[src/sv/ssq_pkg.sv]
// Package with shared types and codes of the sorted-stack priority queue.
package ssq_pkg;

  // Operation codes carried on the kind input.
  localparam logic KIND_PUSH = 1'b0;
  localparam logic KIND_POP  = 1'b1;

  // Error codes reported with each result.
  localparam logic [1:0] ERR_OK        = 2'd0;
  localparam logic [1:0] ERR_POP_EMPTY = 2'd1;
  localparam logic [1:0] ERR_PUSH_FULL = 2'd2;

  // Command broadcast to every cell of the chain in the cycle of an accepted beat.
  typedef struct packed {
    logic              push;
    logic              pop;
    logic signed [7:0] value;
  } cell_cmd_t;

endpackage

[src/sv/ssq_cell.sv]
// One compare-and-shift cell of the sorted chain.
module ssq_cell (
  input  logic                  clk,
  input  ssq_pkg::cell_cmd_t    cmd,
  input  logic                  occupied,
  input  logic                  upper_le,
  input  logic signed [7:0]     upper_val,
  input  logic signed [7:0]     lower_val,
  output logic signed [7:0]     val,
  output logic                  le
);

  logic signed [7:0] val_next;

  // The cell keeps its entry when it holds a value not above the new one.
  assign le = occupied && (val <= cmd.value);

  always_comb begin
    val_next = val;
    if (cmd.push) begin
      if (!le) begin
        // The first cell past the stop point takes the new value; the rest shift down.
        val_next = upper_le ? cmd.value : upper_val;
      end
    end else if (cmd.pop) begin
      val_next = lower_val;
    end
  end

  always_ff @(posedge clk) begin
    val <= val_next;
  end

endmodule

[src/sv/sorted_stack_priority_queue.sv]
// Top level of the sorted-stack min priority queue built as a chain of cells.
//
//  channel   | handshake          | payload
//  ----------+--------------------+------------------------------------------------
//  command   | start / busy       | kind, value
//  result    | done (strobe)      | popped_value, popped_valid, top_value,
//            |                    | is_empty_flag, entry_count, error_code
//
// A command beat is taken at an edge with start high and busy low. Each cell
// compares its entry against the pushed value and shifts in parallel, so a whole
// insertion or removal completes at the accepting edge and one beat per cycle
// can be taken. The result appears in the next cycle and done is high for
// exactly that cycle; the receiver cannot stall it. Busy is high only during
// reset and in the cycle after it. Reset clears the entry count; entry contents
// are left as they are, since only entries below the count are ever read.
module sorted_stack_priority_queue #(
  parameter int DEPTH = 16
) (
  input  logic              clk,
  input  logic              rst,
  input  logic              start,
  output logic              busy,
  input  logic              kind,
  input  logic signed [7:0] value,
  output logic              done,
  output logic signed [7:0] popped_value,
  output logic              popped_valid,
  output logic signed [7:0] top_value,
  output logic              is_empty_flag,
  output logic [4:0]        entry_count,
  output logic [1:0]        error_code
);

  localparam int CW = $clog2(DEPTH + 1);

  logic [CW-1:0]      count;
  logic [CW-1:0]      count_next;
  logic               accept;
  logic               full;
  logic               empty;
  logic               do_push;
  logic               do_pop;
  logic signed [7:0]  top_next;
  logic [1:0]         err_next;
  ssq_pkg::cell_cmd_t cmd;

  logic signed [7:0]  cell_val [DEPTH];
  logic               cell_le  [DEPTH];

  assign accept  = start && !busy;
  assign full    = (count == CW'(DEPTH));
  assign empty   = (count == '0);
  assign do_push = accept && (kind == ssq_pkg::KIND_PUSH) && !full;
  assign do_pop  = accept && (kind == ssq_pkg::KIND_POP) && !empty;

  // Every cell sees the same command; a refused beat reaches them as no operation.
  assign cmd = '{push: do_push, pop: do_pop, value: value};

  // The chain: index 0 is the top of the stack and holds the smallest entry.
  for (genvar i = 0; i < DEPTH; i++) begin : g_cell
    logic              occ;
    logic              up_le;
    logic signed [7:0] up_val;
    logic signed [7:0] low_val;

    assign occ = (count > CW'(i));

    if (i == 0) begin : g_first
      assign up_le  = 1'b1;
      assign up_val = '0;
    end else begin : g_inner
      assign up_le  = cell_le[i-1];
      assign up_val = cell_val[i-1];
    end

    if (i == DEPTH - 1) begin : g_last
      assign low_val = '0;
    end else begin : g_upper
      assign low_val = cell_val[i+1];
    end

    ssq_cell u_cell (
      .clk       (clk),
      .cmd       (cmd),
      .occupied  (occ),
      .upper_le  (up_le),
      .upper_val (up_val),
      .lower_val (low_val),
      .val       (cell_val[i]),
      .le        (cell_le[i])
    );
  end

  // Count, top value and error code as they stand after this beat.
  always_comb begin
    count_next = count;
    err_next   = ssq_pkg::ERR_OK;
    top_next   = cell_val[0];
    if (accept) begin
      if (kind == ssq_pkg::KIND_PUSH) begin
        if (full) begin
          err_next = ssq_pkg::ERR_PUSH_FULL;
        end else begin
          count_next = count + CW'(1);
          // The new value lands on top when nothing stored is at or below it.
          if (!cell_le[0]) begin
            top_next = value;
          end
        end
      end else begin
        if (empty) begin
          err_next = ssq_pkg::ERR_POP_EMPTY;
        end else begin
          count_next = count - CW'(1);
          top_next   = cell_val[1];
        end
      end
    end
    if (count_next == '0) begin
      top_next = '0;
    end
  end

  always_ff @(posedge clk) begin
    if (rst) begin
      count <= '0;
      busy  <= 1'b1;
      done  <= 1'b0;
    end else begin
      count <= count_next;
      busy  <= 1'b0;
      done  <= accept;
    end
  end

  // Result payload; it is only looked at while done is high.
  always_ff @(posedge clk) begin
    popped_value  <= do_pop ? cell_val[0] : 8'sd0;
    popped_valid  <= do_pop;
    top_value     <= top_next;
    is_empty_flag <= (count_next == '0);
    entry_count   <= 5'(count_next);
    error_code    <= err_next;
  end

  // A result strobe always follows an accepted command beat.
  a_done_follows_accept: assert property (@(posedge clk) disable iff (rst)
    done |-> $past(start && !busy))
    else $error("result strobe without an accepted command");

  // The empty flag agrees with the stored count.
  a_empty_matches_count: assert property (@(posedge clk) disable iff (rst)
    done |-> (is_empty_flag == (count == '0)))
    else $error("empty flag disagrees with entry count");

  // The count never passes the depth of the chain.
  a_count_bounded: assert property (@(posedge clk) disable iff (rst)
    count <= CW'(DEPTH))
    else $error("entry count beyond depth");

  // A successful pop removes exactly one entry.
  a_pop_decrements: assert property (@(posedge clk) disable iff (rst)
    (done && popped_valid) |-> (count == $past(count) - CW'(1)))
    else $error("pop did not remove one entry");

  // A refused beat leaves the stack as it was.
  a_error_keeps_count: assert property (@(posedge clk) disable iff (rst)
    (done && (error_code != ssq_pkg::ERR_OK)) |-> (count == $past(count) && !popped_valid))
    else $error("refused beat changed the stack");

endmodule

[config.mk]
export PLATFORM = sky130hd
export DESIGN_NAME = sorted_stack_priority_queue
export DESIGN_NICKNAME = d
export VERILOG_FILES = /design/src/sv/ssq_pkg.sv /design/src/sv/ssq_cell.sv /design/src/sv/sorted_stack_priority_queue.sv
export SDC_FILE = /design/constraint.sdc
export NUM_CORES = 1
export LEC_CHECK = 0
export BUFFER_PORTS_ARGS = -buffer_cell sky130_fd_sc_hd__buf_4
export CORE_ASPECT_RATIO = 0.6
export CORE_MARGIN = 4
export CORE_UTILIZATION = 41
export CTS_CLUSTER_SIZE = 8
export DETAILED_ROUTE_END_ITERATION = 6
export PLACE_DENSITY = 0.54
export RECOVER_POWER = 100
export SLEW_MARGIN = 20
export SYNTH_ARGS = -nofsm -noshare
export SYNTH_HDL_FRONTEND = slang
export SYNTH_SLANG_ARGS = --single-unit
export TNS_END_PERCENT = 30
[constraint.sdc]
create_clock -name clk -period 5.9 [get_ports clk]
set_input_delay 1.18 -clock clk [delete_from_list [all_inputs] [get_ports clk]]
set_output_delay 1.18 -clock clk [all_outputs]
set_load 0.02 [all_outputs]
==> Word level (Yosys, flattened, before mapping) <==
Cells that the tools add are included.
{ "totals": {"register_bits": 160, "inputBits": 12, "wordCells": 193} }
{ "classes": {"addsub": 2, "n_eq_ne": 16, "reduce_logical": 42, "muxes": 75, "bitwise": 1, "magnitude_cmp": 32} }
{ "ops": {"columns": ["operator", "count"], "rows": [
  ["$mux 8", 67],
  ["$le 8x8->1", 16],
  ["$gt 5x4->1 const B", 8],
  ["$ne 2x2->1 const B", 15],
  ["$reduce_and 2->1", 15],
  ["$logic_and 1x1->1", 21],
  ["$gt 5x3->1 const B", 4],
  ["$mux 5", 4],
  ["$gt 5x1->1 const B", 2],
  ["$gt 5x2->1 const B", 2],
  ["$logic_not 5->1", 2],
  ["$add 5x1->5 const B", 1],
  ["$eq 5x5->1 const B", 1],
  ["$sub 5x1->5 const B", 1],
  ["$mux 2", 2],
  ["$logic_not 1->1", 3],
  ["$mux 1", 2],
  ["$reduce_bool 2->1", 1],
  ["$not 1->1", 1]
]} }

==> Logic depth before layout (Yosys ltp) <==
{ "logic_depth": {"ltp_word": 6, "depth_mapped": 11} }

==> Hierarchy <==
A second synthesis with hierarchy kept.
{ "unflattened": {"cells_unflattened": 1271, "hier_area_um2": 11907.7} }
{ "by_module_without_submodules": {"columns": ["mod", "instances", "area_each_um2", "cells_per_inst", "seq_area_each_um2"], "rows": [
  ["ssq_cell", 16, 655.6, 70, 240.2],
  ["sorted_stack_priority_queue", 1, 1417.6, 151, 640.6]
]} }

==> Worst setup path after synthesis <==
OpenSTA, ideal clock, no wires.
{ "synth_path": {"kind": "input to register", "from": "in value[5]", "to": "reg g_cell[8].u_cell.val[0] (enable)", "required_ns": 5.543, "setup_ns": 0.357, "slack_ns": 1.966, "n_path_buf": 2, "arrival_ns": 3.577, "cell_stages": 9, "cell_sequence": "clkbuf_1 inv_1 ha_1 a21o_1 a211o_1 o31ai_1 buf_1 nor2b_1 o21ai_0"} }
{ "synth_via": {"elab_chain_len": 4} }
{ "synth_lines": {"columns": ["element", "line_no", "rtl"], "rows": [
  ["from (decl)", "sorted_stack_priority_queue.sv:24", "input logic signed [7:0] value,"],
  ["$le 8x8->1", "ssq_cell.sv:16", "assign le = occupied && (val <= cmd.value);"],
  ["$logic_and 1x1->1", "ssq_cell.sv:16", null],
  ["$ne 2x2->1 (no source line)", null, null],
  ["$reduce_and 2->1 (no source line)", null, null],
  ["to (signal assigned)", "ssq_cell.sv:31", "val <= val_next;"],
  ["to (decl)", "ssq_cell.sv:9", "output logic signed [7:0] val,"]
]} }
Every way passes these cells.
A chain may end at the register's enable or synchronous reset.

==> Final worst setup path <==
{ "layout_path": {"from": "in value[6]", "to": "reg g_cell[6].u_cell.val[4] (enable)"} }
{ "layout_via": {"elab_chain_len": 4} }
{ "layout_lines": {"columns": ["element", "line_no"], "rows": [
  ["$le 8x8->1", "ssq_cell.sv:16"],
  ["$logic_and 1x1->1", "ssq_cell.sv:16"],
  ["$ne 2x2->1 (no source line)", null],
  ["$reduce_and 2->1 (no source line)", null],
  ["to (signal assigned)", "ssq_cell.sv:31"],
  ["to (decl)", "ssq_cell.sv:9"]
]} }
Every way passes these cells.

==> summary.md <==
| Metric | Value |
|---|---|
| Status | `complete, but fails checks` |
| Failing checks | `capacitance limit` |
| Highest clock rate | `~210 MHz` |
| Worst slew margin | `around 2%` |
| # clock sinks | `160` |
| Area Overhead vs Synth | `9.200%` |
| CP Data Arrival Time | `5.03 ns` |
| DP Area | `roughly 0.012 mm²` |
| Post-DR wirelength/cell | `approximately 25 µm` |
| Period utilization | `between 80% and 90%` |
| Final setup fails | `0` |
| Unrepaired setup endpoints after global routing | `false` |
| Post-synthesis net count | `~1300` |
| DRC | `0` |
| I/O Pins | `39` |
| Crit-path max FO | `12` |
| Post-Syn Area | `0.01132 mm²` |
| PwrDens | `roughly 240 mW/mm²` |
| Hold Vio Cnt, Final | `0` |
| Number of buffers inserted by hold repair at cts | `0` |
| Footprint of the multi-input gates | `approximately 0.0064 mm²` |
| Routability Congestion | `around 0.90` |
| 1st-pass router iterations | `6` |
| Post-route setup TNS | `0 ns` |
| Antenna violation net count after detailed routing | `0` |
| Clk root buf | `clkbuf_16` |
| Largest net degree at the start of global routing | `129` |
| Seq. cell area | `around 0.0045 mm²` |
| Hpwl dp | `between 20000 and 30000 µm` |
| Vias/cell | `just over 6` |
| Maximum vdd drop | `0.0001578 V` |
| Crit path capture type | `flip-flop` |
| DIE AREA | `approximately 0.03 mm²` |
| Syn avg cell area | `9.541 µm²` |
| # port buffers | `38` |
| DRT iter0 DRCs | `around 1300` |
| FF+latch count, synth | `160` |
| Cell count after synthesis | `approximately 1200` |
| Layout cell share with drive strength beyond 1 | `about 5.4%` |
| CP Class | `in -> reg` |
| Via count | `roughly 9700` |
| Initial antenna violation count | `0` |
| Min Tclk post-route | `4.843 ns` |
| Worst-skew pair later-pin latency | `around 0.46 ns` |
| # diodes | `0` |
| Ys flop type | `edfxtp_1` |
| Netlist cell types | `62` |
| Hold WC Path Type | `reg -> reg` |
| Num rows | `between 40 and 50` |
| Post-CTS resize count | `0` |
| CTS tree | `done` |
| All-Layer GR Usage | `25.72%` |
| Slew Viols, Final | `0` |
| TritonCTS Buffers | `17` |
| Worst slew pin tran | `between 1 and 1.5 ns` |
| Vias in the first global route | `between 9000 and 10000` |
| Commonest non-fill, non-tap cells in the layout | `160 x nand2_1, 133 x ha_1, 128 x edfxtp_1, 113 x o21ai_0, 71 x mux2i_1` |
| Die Height | `136.7 µm` |
| EDFF count, synth | `128` |
| GR Overflow Total | `0` |
| H-tree Lvls | `4` |
| Post-route cell area | `roughly 0.012 mm²` |
| Routed wire length | `39000 µm` |
| Pwr Total | `around 0.0030 W` |
| Fillers | `between 2000 and 3000` |
| Max Root-Sink Buffers | `2` |
| Layout Skew | `roughly 0.013 ns` |
| Worst Setup Start Kind | `input pin` |
| Post-synthesis sequential area ratio | `between 30% and 40%` |
| Die width | `between 200 and 250 µm` |
| Max-cap violations | `1` |
| Core ar. | `0.02676 mm²` |
| First-pass GRT wire length | `58480 µm` |
| Yosys warns | `0` |
| Nets | `1345` |
| Leakage Power | `5.187 nW` |
| Starting Density | `a little over two fifths` |
| Most common cell after layout, fill and taps aside | `nand2_1` |
| Worst EP required | `a little over 6 ns` |
| Total setup buffers inserted after CTS | `0` |
| Synth async-reset ratio | `0%` |
| Clock transition at path regs | `around 0.070 ns` |
[synthesized netlist by cell type, types with 9 or more instances]
library cell | count | area share (%)
nand4_1 | 16 | 0.88
dfxtp_1 | 32 | 5.7
nand2_1 | 160 | 5.3
a21oi_1 | 61 | 2.7
a22oi_1 | 35 | 2.3
o211ai_1 | 11 | 0.73
o21a_1 | 21 | 1.4
mux2_2 | 16 | 1.6
a211o_1 | 9 | 0.70
mux2i_1 | 71 | 6.3
nor2_1 | 56 | 1.9
clkbuf_1 | 42 | 1.4
ha_1 | 133 | 15
nor3_1 | 15 | 0.66
a31oi_1 | 33 | 1.8
buf_2 | 15 | 0.66
a21o_1 | 19 | 1.3
a211oi_1 | 9 | 0.60
nor2b_1 | 16 | 0.88
and2_1 | 22 | 1.2
nand3_1 | 25 | 1.1
inv_1 | 48 | 1.6
o21ai_0 | 111 | 4.9
edfxtp_1 | 128 | 34
[registers in the layout (all words and copies together), names as in the netlist]
name and flops:
g_cell.u_cell.val 128, popped_value 8, top_value 8, count 5, entry_count 5, error_code 2
busy 1, done 1, is_empty_flag 1, popped_valid 1
[area by class of cell]
type,count,share of cell area [%]
Sequential cell,160,36.29
Inverter,49,1.488
Multi-Input combinational cell,913,51.63
Timing Repair Buffer,59,2.440
Tap cell,360,3.645
Clock buffer,22,3.939
Clock inverter,10,0.5670
[where the power goes]
| group | internal [W] | leakage, nW | switching (W) |
|---|---|---|---|
| clock network | 0.000591 | 0.281 | 0.000496 |
| registers | 0.00130 | 1.45 | 0.0000699 |
| logic | 0.000194 | 3.46 | 0.000363 |
[kinds of logic after synthesis]
kind of cell	count (synthesis)	share of synthesized area (%)
flops	160	39.63
xor+xnor	2	0.1548
fa+ha+maj	133	14.71
compound gates	354	19.79
buf+inv	113	3.980
mux	87	7.873
simple gates	337	13.87
[critical path: stages]
cell and delay [ns]:
clkbuf_1 0.71, inv_1 0.64, clkbuf_1 0.33, ha_1 0.36, o32a_1 0.34, a31oi_1 0.18, clkbuf_1 0.54, o21ai_0 0.42
clkbuf_1 0.32
[metrics by stage]
| step | hold WS, ns | std cells | util [%] | worst slack [ns] |
|---|---|---|---|---|
| after floorplan | 0.5219 | 1186 | - | 1.966 |
| after global placement | 0.5676 | 1540 | 44.68 | 1.380 |
| after detailed placement | 0.5679 | 1541 | 44.71 | 1.459 |
| after CTS | 0.5761 | 1573 | 46.79 | 1.940 |
| after global routing | 0.6266 | 1573 | 46.17 | 0.9068 |
| final | 0.5738 | 1573 | 46.17 | 1.057 |
[final timing paths]
kind                                 start  slack [ns]                  endpoint  cells past startpoint
setup / recovery                  value[6]        1.06   g_cell[6].u_cell.val[4]                      9
hold / removal    g_cell[15].u_cell.val[0]        0.57  g_cell[14].u_cell.val[0]                      2
setup reg to reg                  count[1]        1.68  g_cell[14].u_cell.val[6]                      8
hold reg to reg   g_cell[15].u_cell.val[0]        0.57  g_cell[14].u_cell.val[0]                      2
[layer usage]
layer / global-route usage, % / vias up / share of wire, %
met3: 6.409 / 45 / 11
met1: 40.44 / 4739 / 49
li1: - / 4469 / -
met4: 8.040 / 0 / 2.5
met5: 0 / - / 0
met2: 33.94 / 458 / 38
No activity file was read; power rests on OpenSTA's default activity.
